## src/design/sfv_pkg.sv

```systemverilog
// Shared constants and types of the sensor faucet valve control.
`default_nettype none

package sfv_pkg;

  localparam int unsigned SampleW  = 10;
  localparam int unsigned RunW     = 16;
  localparam int unsigned WetW     = 10;
  localparam int unsigned PauseW   = 13;
  localparam int unsigned CfgIdxW  = 3;
  localparam int unsigned CfgDataW = 16;

  localparam logic [SampleW-1:0] WindowHalf    = 10'd20;
  localparam logic [SampleW-1:0] ReleaseMargin = 10'd50;
  localparam logic [WetW-1:0]    WetLimit      = 10'd1000;
  localparam logic [PauseW-1:0]  PauseLength   = 13'd5000;

  // Register indexes on the configuration port.
  localparam logic [CfgIdxW-1:0] RegPresenceA = 3'd0;
  localparam logic [CfgIdxW-1:0] RegPresenceB = 3'd1;
  localparam logic [CfgIdxW-1:0] RegWaterA    = 3'd2;
  localparam logic [CfgIdxW-1:0] RegWaterB    = 3'd3;
  localparam logic [CfgIdxW-1:0] RegWarm      = 3'd4;
  localparam logic [CfgIdxW-1:0] RegRunLimit  = 3'd5;

  typedef struct packed {
    logic [SampleW-1:0] presence_level_a;
    logic [SampleW-1:0] presence_level_b;
    logic [SampleW-1:0] water_level_a;
    logic [SampleW-1:0] water_level_b;
    logic [SampleW-1:0] warm_level;
    logic [RunW-1:0]    run_limit;
  } cfg_t;

  typedef struct packed {
    logic [SampleW-1:0] sample_a;
    logic [SampleW-1:0] sample_b;
    logic [SampleW-1:0] sample_temp;
    logic               tick;
  } pass_in_t;

  typedef struct packed {
    logic hot_valve;
    logic cold_valve;
    logic session_active;
    logic pausing;
  } pass_out_t;

  typedef struct packed {
    logic              active_flag;
    logic              hot_open;
    logic              cold_open;
    logic [RunW-1:0]   run_left;
    logic [WetW-1:0]   wet_count;
    logic [PauseW-1:0] pause_left;
  } ctl_state_t;

endpackage

`default_nettype wire

```

## src/design/sfv_cfg_regs.sv

```systemverilog
// Configuration register file of the sensor faucet valve control.
`default_nettype none

module sfv_cfg_regs
  import sfv_pkg::*;
(
  input  wire logic                clk_i,
  input  wire logic                rst_ni,
  input  wire logic                wr_en_i,
  input  wire logic [CfgIdxW-1:0]  wr_idx_i,
  input  wire logic [CfgDataW-1:0] wr_data_i,
  output cfg_t                     cfg_o
);

  cfg_t cfg_q, cfg_d;

  always_comb begin
    cfg_d = cfg_q;
    if (wr_en_i) begin
      case (wr_idx_i)
        RegPresenceA: cfg_d.presence_level_a = wr_data_i[SampleW-1:0];
        RegPresenceB: cfg_d.presence_level_b = wr_data_i[SampleW-1:0];
        RegWaterA:    cfg_d.water_level_a    = wr_data_i[SampleW-1:0];
        RegWaterB:    cfg_d.water_level_b    = wr_data_i[SampleW-1:0];
        RegWarm:      cfg_d.warm_level       = wr_data_i[SampleW-1:0];
        RegRunLimit:  cfg_d.run_limit        = wr_data_i[RunW-1:0];
        default: ;
      endcase
    end
  end

  always_ff @(posedge clk_i or negedge rst_ni) begin
    if (!rst_ni) begin
      cfg_q.presence_level_a <= 10'd512;
      cfg_q.presence_level_b <= 10'd512;
      cfg_q.water_level_a    <= 10'd300;
      cfg_q.water_level_b    <= 10'd300;
      cfg_q.warm_level       <= 10'd600;
      cfg_q.run_limit        <= 16'd1000;
    end else begin
      cfg_q <= cfg_d;
    end
  end

  assign cfg_o = cfg_q;

endmodule

`default_nettype wire

```

## src/design/sfv_ctl_core.sv

```systemverilog
// Control state and the single-pass update logic of the faucet controller.
`default_nettype none

module sfv_ctl_core
  import sfv_pkg::*;
(
  input  wire logic     clk_i,
  input  wire logic     rst_ni,
  input  wire logic     step_i,
  input  wire cfg_t     cfg_i,
  input  wire pass_in_t pass_i,
  output pass_out_t     pass_o,
  output ctl_state_t    state_o
);

  ctl_state_t st_q, st_d;

  logic [RunW-1:0]   run_dec;
  logic [PauseW-1:0] pause_dec;
  logic [WetW-1:0]   wet_new;
  logic              win_a, win_b, presence, release_ok, wet_over;

  // Sums are taken one bit wider so the window and margin compares are exact.
  always_comb begin
    win_a = ({1'b0, pass_i.sample_a} + {1'b0, WindowHalf} > {1'b0, cfg_i.water_level_a}) &&
            ({1'b0, pass_i.sample_a} < {1'b0, cfg_i.water_level_a} + {1'b0, WindowHalf});
    win_b = ({1'b0, pass_i.sample_b} + {1'b0, WindowHalf} > {1'b0, cfg_i.water_level_b}) &&
            ({1'b0, pass_i.sample_b} < {1'b0, cfg_i.water_level_b} + {1'b0, WindowHalf});

    run_dec   = (pass_i.tick && st_q.run_left != '0) ? st_q.run_left - 1'b1 : st_q.run_left;
    pause_dec = (st_q.pause_left != '0) ? st_q.pause_left - 1'b1 : st_q.pause_left;

    if (win_a && win_b) begin
      wet_new = (st_q.wet_count <= WetLimit) ? st_q.wet_count + 1'b1 : st_q.wet_count;
    end else begin
      wet_new = '0;
    end
    wet_over = wet_new > WetLimit;

    presence = ((pass_i.sample_a > cfg_i.presence_level_a) ||
                (pass_i.sample_b > cfg_i.presence_level_b)) && (pause_dec == '0);
    release_ok = (({1'b0, pass_i.sample_a} + {1'b0, ReleaseMargin}
                   < {1'b0, cfg_i.presence_level_a}) &&
                  ({1'b0, pass_i.sample_b} + {1'b0, ReleaseMargin}
                   < {1'b0, cfg_i.presence_level_b})) || wet_over;

    st_d            = st_q;
    st_d.run_left   = run_dec;
    st_d.pause_left = pause_dec;
    st_d.wet_count  = wet_new;

    if (presence) begin
      if (st_q.active_flag && run_dec == '0) begin
        // Session timed out: valves stay forced off until hands leave.
        st_d.hot_open  = 1'b0;
        st_d.cold_open = 1'b0;
      end else begin
        if (!st_q.active_flag) begin
          st_d.active_flag = 1'b1;
          st_d.run_left    = cfg_i.run_limit;
        end
        st_d.hot_open = 1'b1;
        if (pass_i.sample_temp > cfg_i.warm_level) begin
          st_d.cold_open = 1'b1;
        end
      end
    end else if (release_ok) begin
      if (wet_over) begin
        st_d.pause_left = PauseLength;
      end
      st_d.hot_open    = 1'b0;
      st_d.cold_open   = 1'b0;
      st_d.active_flag = 1'b0;
      st_d.run_left    = '0;
    end
  end

  always_ff @(posedge clk_i or negedge rst_ni) begin
    if (!rst_ni) begin
      st_q <= '0;
    end else if (step_i) begin
      st_q <= st_d;
    end
  end

  assign pass_o.hot_valve      = st_d.hot_open;
  assign pass_o.cold_valve     = st_d.cold_open;
  assign pass_o.session_active = st_d.active_flag;
  assign pass_o.pausing        = st_d.pause_left != '0;
  assign state_o               = st_q;

endmodule

`default_nettype wire

```

## src/design/sensor_faucet_valve_control.sv

```systemverilog
// Sensor faucet valve control: top level with input and result registers.
// Accepted words go to the input register, their pass results to the result register.
// Throughput: one word per cycle unless m_axis_tready stalls; the pass is compares and counters.
// Reset: rst_ni is asynchronous, active low; state clears, config registers return to defaults.
// The configuration port is always ready and takes one register write per cycle.
`default_nettype none

module sensor_faucet_valve_control
  import sfv_pkg::*;
(
  input  wire logic                clk_i,
  input  wire logic                rst_ni,
  input  wire logic                s_axis_tvalid,
  output logic                     s_axis_tready,
  // [9:0] sample_a, [19:10] sample_b, [29:20] sample_temp, [30] tick, [31] zero
  input  wire logic [31:0]         s_axis_tdata,
  output logic                     m_axis_tvalid,
  input  wire logic                m_axis_tready,
  // [0] hot_valve, [1] cold_valve, [2] session_active, [3] pausing, [7:4] zero
  output logic [7:0]               m_axis_tdata,
  input  wire logic                cfg_valid_i,
  output logic                     cfg_ready_o,
  input  wire logic [CfgIdxW-1:0]  cfg_index_i,
  input  wire logic [CfgDataW-1:0] cfg_data_i
);

  cfg_t       cfg;
  pass_in_t   in_q;
  pass_out_t  res, out_q;
  ctl_state_t state;
  logic       in_v_q, out_v_q;
  logic       advance, accept;

  assign cfg_ready_o = 1'b1;

  sfv_cfg_regs u_cfg (
    .clk_i     (clk_i),
    .rst_ni    (rst_ni),
    .wr_en_i   (cfg_valid_i),
    .wr_idx_i  (cfg_index_i),
    .wr_data_i (cfg_data_i),
    .cfg_o     (cfg)
  );

  // The held word runs its pass when the result register is free or draining.
  assign advance       = in_v_q && (!out_v_q || m_axis_tready);
  assign s_axis_tready = !in_v_q || advance;
  assign accept        = s_axis_tvalid && s_axis_tready;

  sfv_ctl_core u_core (
    .clk_i   (clk_i),
    .rst_ni  (rst_ni),
    .step_i  (advance),
    .cfg_i   (cfg),
    .pass_i  (in_q),
    .pass_o  (res),
    .state_o (state)
  );

  always_ff @(posedge clk_i or negedge rst_ni) begin
    if (!rst_ni) begin
      in_v_q  <= 1'b0;
      out_v_q <= 1'b0;
    end else begin
      if (accept) begin
        in_v_q <= 1'b1;
      end else if (advance) begin
        in_v_q <= 1'b0;
      end
      if (advance) begin
        out_v_q <= 1'b1;
      end else if (m_axis_tready) begin
        out_v_q <= 1'b0;
      end
    end
  end

  always_ff @(posedge clk_i) begin
    if (accept) begin
      in_q.sample_a    <= s_axis_tdata[9:0];
      in_q.sample_b    <= s_axis_tdata[19:10];
      in_q.sample_temp <= s_axis_tdata[29:20];
      in_q.tick        <= s_axis_tdata[30];
    end
    if (advance) begin
      out_q <= res;
    end
  end

  assign m_axis_tvalid = out_v_q;
  assign m_axis_tdata  = {4'b0000, out_q.pausing, out_q.session_active,
                          out_q.cold_valve, out_q.hot_valve};

  // A running pause always leaves both valves shut.
  a_pause_shut: assert property (@(posedge clk_i) disable iff (!rst_ni)
    (state.pause_left != '0) |-> (!state.hot_open && !state.cold_open))
    else $error("valve open during pause");

  // The cold valve only ever opens together with the hot one.
  a_cold_with_hot: assert property (@(posedge clk_i) disable iff (!rst_ni)
    state.cold_open |-> state.hot_open)
    else $error("cold valve open without hot valve");

  // An open valve implies a running session.
  a_hot_active: assert property (@(posedge clk_i) disable iff (!rst_ni)
    state.hot_open |-> state.active_flag)
    else $error("hot valve open without session");

  // The water pass counter saturates just above its limit.
  a_wet_sat: assert property (@(posedge clk_i) disable iff (!rst_ni)
    state.wet_count <= WetLimit + 10'd1)
    else $error("water pass counter beyond saturation");

  // A word that runs its pass shows up as a result in the next cycle.
  a_advance_out: assert property (@(posedge clk_i) disable iff (!rst_ni)
    advance |=> m_axis_tvalid)
    else $error("result word lost after pass");

endmodule

`default_nettype wire

```

## config.mk

```make
export PLATFORM = sky130hd
export DESIGN_NAME = sensor_faucet_valve_control
export DESIGN_NICKNAME = d
export VERILOG_FILES = /design/src/design/sfv_pkg.sv /design/src/design/sfv_cfg_regs.sv /design/src/design/sfv_ctl_core.sv /design/src/design/sensor_faucet_valve_control.sv
export SDC_FILE = /design/constraint.sdc
export NUM_CORES = 1
export LEC_CHECK = 0
export ABC_AREA = 1
export BUFFER_PORTS_ARGS = -buffer_cell sky130_fd_sc_hd__buf_2
export CORE_MARGIN = 2
export CORE_UTILIZATION = 31
export DETAILED_ROUTE_END_ITERATION = 7
export SKIP_LAST_GASP = 1
export SYNTH_ARGS = -nofsm -noshare
export SYNTH_HDL_FRONTEND = slang
export SYNTH_HIERARCHICAL = 1
export SYNTH_SLANG_ARGS = --single-unit
export TNS_END_PERCENT = 30
```

## constraint.sdc

```tcl
create_clock -name clk_i -period 3.95 [get_ports clk_i]
set_input_delay 0.79 -clock clk_i [delete_from_list [all_inputs] [get_ports clk_i]]
set_output_delay 0.79 -clock clk_i [all_outputs]
set_load 0.05 [all_outputs]
```

==> results.ini, run 1 <==
[status]
status = finished clean

[critical_path]
critPathKind = reg2reg
worstPathArrival_ns = 3.86
startpoint_type = flip-flop
worstPathCellList = inv_1 -> o21ai_0 -> nand3_1 -> nor3_1 -> xor2_1 -> ha_1 -> nand3_1 -> nand2_1 -> inv_2 -> nand2_1 -> nor2_1 -> nand3_2 -> nor2_8 -> nand2_4 -> nor2_4 -> nand3_2 -> buf_4 -> nand4_1 -> a21oi_1
endpoint_kind = flip-flop
cpPeakStageDelay_ns = 0.56
cp_max_fo = 14
reg2regPathDepth = 19
cp_slowest_cell = dfstp_2
cp.required_ns = 4.26

[synthesis]
synth_xor_area_frac = 0.0525
synth_compound_area_frac = 0.0753
synth.distinct_cells = 53
netlist_instances = 1338
synth_top_family_by_area = simple AND/OR/NAND/NOR gates
syn_area_per_cell_um2 = 7.74
synth_seq_cells = 145
synthSimpleGateAreaFrac = 0.306
ys.flop_type = dfrtp_1
synth_warnings = 6
synth_mux_area_frac = 0.00483
synth_edf_count = 35
synth_adder_area_share = 0.114
syn_area_mm2 = 0.0104
synthArstFlopShare = 0.759
seq_area_frac_synth = 0.370

[cells_and_area]
diodes = 0
final_cell_mix = 399 x nand2_1, 138 x inv_1, 96 x nor2_1
nNetsFinal = 1542
finalInstanceArea_mm2 = 0.0117
drive_gt1_frac = 0.138
final_common_cell = nand2_1
syn2layout_area_growth_pct = 12.7
stdcell_count = 1847
utilization = 0.357

[placed_design]
io_buffer_count = 60
dpl_cell_area_mm2 = 0.0111
dp_hpwl_um = 19200
dp.cells = 1815
gp_congestion = 0.885

[worst_hold_path]
hold_path.class = in2async

[drt]
drt_wl_total_um = 25800
ant_nets = 0
drt-initial-drc-count = 519
firstDrtPassIters = 5
drc_errors = 0
vias_per_cell = 4.80
avgRoutedWirePerCell_um = 14.0
vias = 8862

[global_route]
gr-total-overflow = 0
grt_pass1_wl_um = 42900
first_global_vias = 8573
antenna_found_initial = 0
grtUsageTotal = 0.151
grt_max_degree = 81

[cts]
worstSkewPairLatency_ns = 0.43
cts_tree = built
path_clk_slew_ns = 0.06
cts_hold_buf = 0
clock_tree.buffer_depth = 2
cts_made_buffers = 17
cts_num_sinks = 145
ctsHtreeMaxLevel = 4
cts_resized = 0
post_cts_buffers = 0
clockRootBuffer = clkbuf_16

[sta]
min_period_over_period = 0.900
relSlewSlack = 0.467
setup_tns_ns = 0
final_max_slew_viol_count = 0
skew_ns = 0.00985
period_minus_slack_ns = 3.55
fin_hold_ws_ns = 0.300
finalHoldViolations = 0
setup_viol = 0
tightest_slew_ns = 0.799
fmax_ghz = 0.281
rsz0062_at_grt = false

[floorplanning]
dieHeight_um = 187
dieArea_mm2 = 0.0349
core-area_mm2 = 0.0327
ios = 67
rows = 66
dieWidth_um = 187
start_util = 0.317

[run]
drv_cap = 0

[power]
powerDensity_mw_per_mm2 = 463
vdd_ir_drop_max_uv = 290
p_leak_nw = 5.77

-- layer usage --
layer | share of wire | routed length [um] | global-route usage | vias to the layer above
li1 | - | - | - | 4474
met1 | 0.46 | 12000 | 0.196 | 4183
met2 | 0.48 | 12500 | 0.254 | 173
met3 | 0.033 | 860 | 0.0254 | 32
met4 | 0.019 | 479 | 0.0516 | 0
met5 | 0 | 0 | 0 | -
-- final timing paths --
kind	startpoint	endpoint	slack, ns
worst min-delay path	rst_ni	u_core/state_o[4]	0.30
worst max register to register	u_cfg/cfg_o[28]	u_core/state_o[24]	0.40
max in group asynchronous	rst_ni	u_cfg/cfg_o[29]	2.83
worst min register to register	u_cfg/cfg_o[65]	u_cfg/cfg_o[65]	0.47
min in group clk_i	u_cfg/cfg_o[65]	u_cfg/cfg_o[65]	0.47
worst max-delay path	u_cfg/cfg_o[28]	u_core/state_o[24]	0.40
-- critical path, delay by kind of cell (launching register included) --
family                     cells  cell delay [ns]
AOI/OAI and AO/OA              2             0.38
adders and majority gates      1             0.27
xor gates and xnor gates       1             0.17
buffers and inverters          3             0.41
DFF                            1             0.56
and+or+nand+nor               12             1.64
-- logic make-up (layout without fill, tap and decap cells) --
family | Yosys count | in the layout
fa+ha+maj | 94 | 94
other cells | 2 | 5
simple gates | 701 | 701
mux | 5 | 5
compound gates | 136 | 136
xor+xnor | 62 | 62
flops | 145 | 145
buf+inv | 193 | 257
-- final cells by class --
class	instances	area [um2]
Multi-Input combinational cell	1003	5750
Sequential cell	145	3830
Inverter	154	578
Clock inverter	14	120
Tap cell	442	553
Clock buffer	18	439
Fill cell	3485	21000
Timing Repair Buffer	71	398
-- synthesized netlist by cell type (all sizes together), types with 3 or more instances --
library cell / instances / area share
o21ai: 42 / 0.022
dfrtp: 90 / 0.22
nor2: 116 / 0.051
a21oi: 64 / 0.032
mux2i: 5 / 0.0048
a211oi: 3 / 0.0022
o21bai: 3 / 0.0022
dfstp: 20 / 0.051
ha: 94 / 0.11
nand3: 96 / 0.051
clkbuf: 12 / 0.0044
nand2: 413 / 0.16
nand4: 44 / 0.030
inv: 151 / 0.055
o22ai: 7 / 0.0042
buf: 27 / 0.017
xnor2: 7 / 0.0059
or2: 3 / 0.0018
nor3: 20 / 0.010
nor4: 3 / 0.0018
clkinv: 3 / 0.0011
a21o: 3 / 0.0022
xor2: 55 / 0.047
edfxtp: 35 / 0.10
a31oi: 6 / 0.0036
nand3b: 5 / 0.0036
-- state kept, by name (all words and copies together), names as in the netlist --
signal,flops
in_q,31
in_v_q,1
m_axis_tdata,4
m_axis_tvalid,1
u_cfg/cfg_o,66
u_core/state_o,42
-- through the flow --
stage | power, mW | worst slack (ns)
final | 5.40 | 0.397
after global routing | 5.81 | 0.0542
after global placement | 3.81 | 0.392
after detailed placement | 3.86 | 0.404
after floorplan | 3.38 | 0.879
after CTS | 5.44 | 0.385
-- where the power goes --
part           internal [mW]  leakage, nW  switching [mW]
Combinational          0.659         3.84            1.09
Sequential              1.82         1.65           0.268
Clock                  0.839        0.268           0.712
No activity file was read; power rests on OpenSTA's default activity.
==> inputs of run 2 (changes only) <==
--- a/config.mk
+++ b/config.mk
@@ -10,6 +10,7 @@
 export CORE_MARGIN = 2
 export CORE_UTILIZATION = 31
 export DETAILED_ROUTE_END_ITERATION = 7
+export RECOVER_POWER = 25
 export SKIP_LAST_GASP = 1
 export SYNTH_ARGS = -nofsm -noshare
 export SYNTH_HDL_FRONTEND = slang
==> results.ini, run 2 (synthesis results as in run 1) <==
[power]
vdd_ir_drop_max_uv = 290  ; about the same
p_sw_frac = 0.385  ; about the same
p_leak_nw = 5.76  ; -0.16%
powerDensity_mw_per_mm2 = 463  ; +0.14%
p_seq_frac = 0.388  ; about the same
p_int_mw = 3.32  ; about the same
p_clk_frac = 0.288  ; about the same
comb_power_share = 0.325  ; about the same
p_sw_mw = 2.07  ; about the same

[floorplanning]
rows = 66  ; unchanged
ios = 67  ; unchanged
start_util = 0.317  ; unchanged
dieWidth_um = 187  ; unchanged
core-area_mm2 = 0.0327  ; unchanged
dieArea_mm2 = 0.0349  ; unchanged
dieHeight_um = 187  ; unchanged

[cells_and_area]
stdcell_count = 1847  ; unchanged
nNetsFinal = 1542  ; unchanged
final_common_cell = nand2_1
final_cell_mix = 399 x nand2_1, 139 x inv_1, 96 x nor2_1
drive_gt1_frac = 0.136  ; -0.00214
diodes = 0  ; unchanged
syn2layout_area_growth_pct = 12.5
largest_reg_flops = 66  ; unchanged

[drt]
vias_per_cell = 4.79  ; -0.23%
avgRoutedWirePerCell_um = 14.0  ; -0.11%
firstDrtPassIters = 5  ; unchanged
ant_nets = 0  ; unchanged
drt-initial-drc-count = 509  ; -1.9%
drt_wl_total_um = 25800  ; -0.11%
vias = 8842  ; -0.23%
drc_errors = 0  ; unchanged

[global_route]
gr-total-overflow = 0  ; unchanged
grt_pass1_wl_um = 42900  ; unchanged
grt_max_degree = 81  ; unchanged
grtUsageMet3 = 0.0254  ; unchanged
first_global_vias = 8573  ; unchanged
grtUsageTotal = 0.151  ; unchanged
antenna_found_initial = 0  ; unchanged
gr-usage-met1 = 0.196  ; unchanged
grt.busiest_layer = met2
grt.met2_usage = 0.254  ; unchanged

[sta]
period_minus_slack_ns = 3.56  ; +0.00268 ns
rsz0062_at_grt = false
fmax_ghz = 0.281  ; about the same
skew_ns = 0.0103  ; +0.000449 ns
finalHoldViolations = 0  ; unchanged
min_period_over_period = 0.900  ; about the same
setup_tns_ns = 0  ; unchanged
setup_viol = 0  ; unchanged
relSlewSlack = -0.199  ; -0.666
tightest_slew_ns = 1.80  ; +0.999 ns
final_max_slew_viol_count = 32  ; +32

[critical_path]
cp.required_ns = 4.26  ; about the same
endpoint_kind = flip-flop
critPathKind = reg2reg
worstPathArrival_ns = 3.86  ; about the same
startpoint_type = flip-flop
cp_max_fo = 14  ; unchanged
reg2regPathDepth = 19  ; unchanged

[cts]
cts_made_buffers = 17  ; unchanged
ctsHtreeMaxLevel = 4  ; unchanged
cts_resized = 0  ; unchanged
worstSkewPairLatency_ns = 0.43  ; about the same
cts_hold_buf = 0  ; unchanged
clockRootBuffer = clkbuf_16
post_cts_buffers = 0  ; unchanged
path_clk_slew_ns = 0.06  ; about the same
cts_tree = built
cts_num_sinks = 145  ; unchanged
clock_tree.buffer_depth = 2  ; unchanged

[worst_hold_path]
hold_path.class = reg2reg
min_path_cells = 2

[placed_design]
gp_congestion = 0.885  ; unchanged
dp.cells = 1815  ; unchanged
io_buffer_count = 60  ; unchanged
dp_hpwl_um = 19200  ; unchanged

[run]
drv_cap = 1  ; +1

[status]
violations = max-capacitance violations, max-slew violations
status = finished, violations left

run 2: changes by cell type in the layout (fill, tap and decap cells not counted), sizes merged:
| cell | change |
|---|---|
| clkbuf | +2 |
| buf | -2 |
run 2: final timing paths:
kind                                 start            endpoint  slack [ns]
max                        u_cfg/cfg_o[28]  u_core/state_o[24]        0.39
min                        u_cfg/cfg_o[65]     u_cfg/cfg_o[65]        0.47
max in group asynchronous           rst_ni     u_cfg/cfg_o[27]        1.05
min in group asynchronous           rst_ni   u_core/state_o[4]        0.84
min reg2reg                u_cfg/cfg_o[65]     u_cfg/cfg_o[65]        0.47
max reg2reg                u_cfg/cfg_o[28]  u_core/state_o[24]        0.39
run 2: critical path, stage by stage, from the launching register on:
cell	delay [ns]
dfstp_2	0.56
inv_1	0.06
o21ai_0	0.30
nand3_1	0.18
nor3_1	0.21
xor2_1	0.17
ha_1	0.27
nand3_1	0.09
nand2_1	0.06
inv_2	0.05
nand2_1	0.04
nor2_1	0.12
nand3_2	0.17
nor2_8	0.18
nand2_4	0.07
nor2_4	0.15
nand3_2	0.31
buf_4	0.30
nand4_1	0.07
a21oi_1	0.08
run 2: cell type report:
class,instances,area (um2)
sequential,145,3830
timing repair buffer,71,382
fill,3487,21100
clock inverter,14,120
clock buffer,18,439
tap,442,553
multi-input combinational,1003,5740
inverter,154,578
run 2: through the flow:
stage	hold slack [ns]	instance area (um2)	worst slack (ns)	total power, mW	utilization
CTS	0.305	11700	0.385	5.44	0.357
global route	0.484	11600	0.0542	5.80	0.356
finish	0.466	11600	0.394	5.39	0.356
floorplan	0.441	10400	0.879	3.38	-
global placement	0.455	11100	0.392	3.81	0.340
detailed placement	0.458	11100	0.404	3.86	0.340
run 2: power by group through the flow:
stage	registers, mW	logic, mW	clock network (mW)
floorplan	2.04	1.35	0
global placement	2.11	1.70	0
detailed placement	2.12	1.74	0
CTS	2.09	1.75	1.60
global route	2.13	2.01	1.66
finish	2.09	1.75	1.55
run 2: metal layers:
metal	share of wire	up-vias
met5	0	-
met4	0.019	0
met3	0.032	32
met2	0.48	168
met1	0.47	4168
li1	-	4474
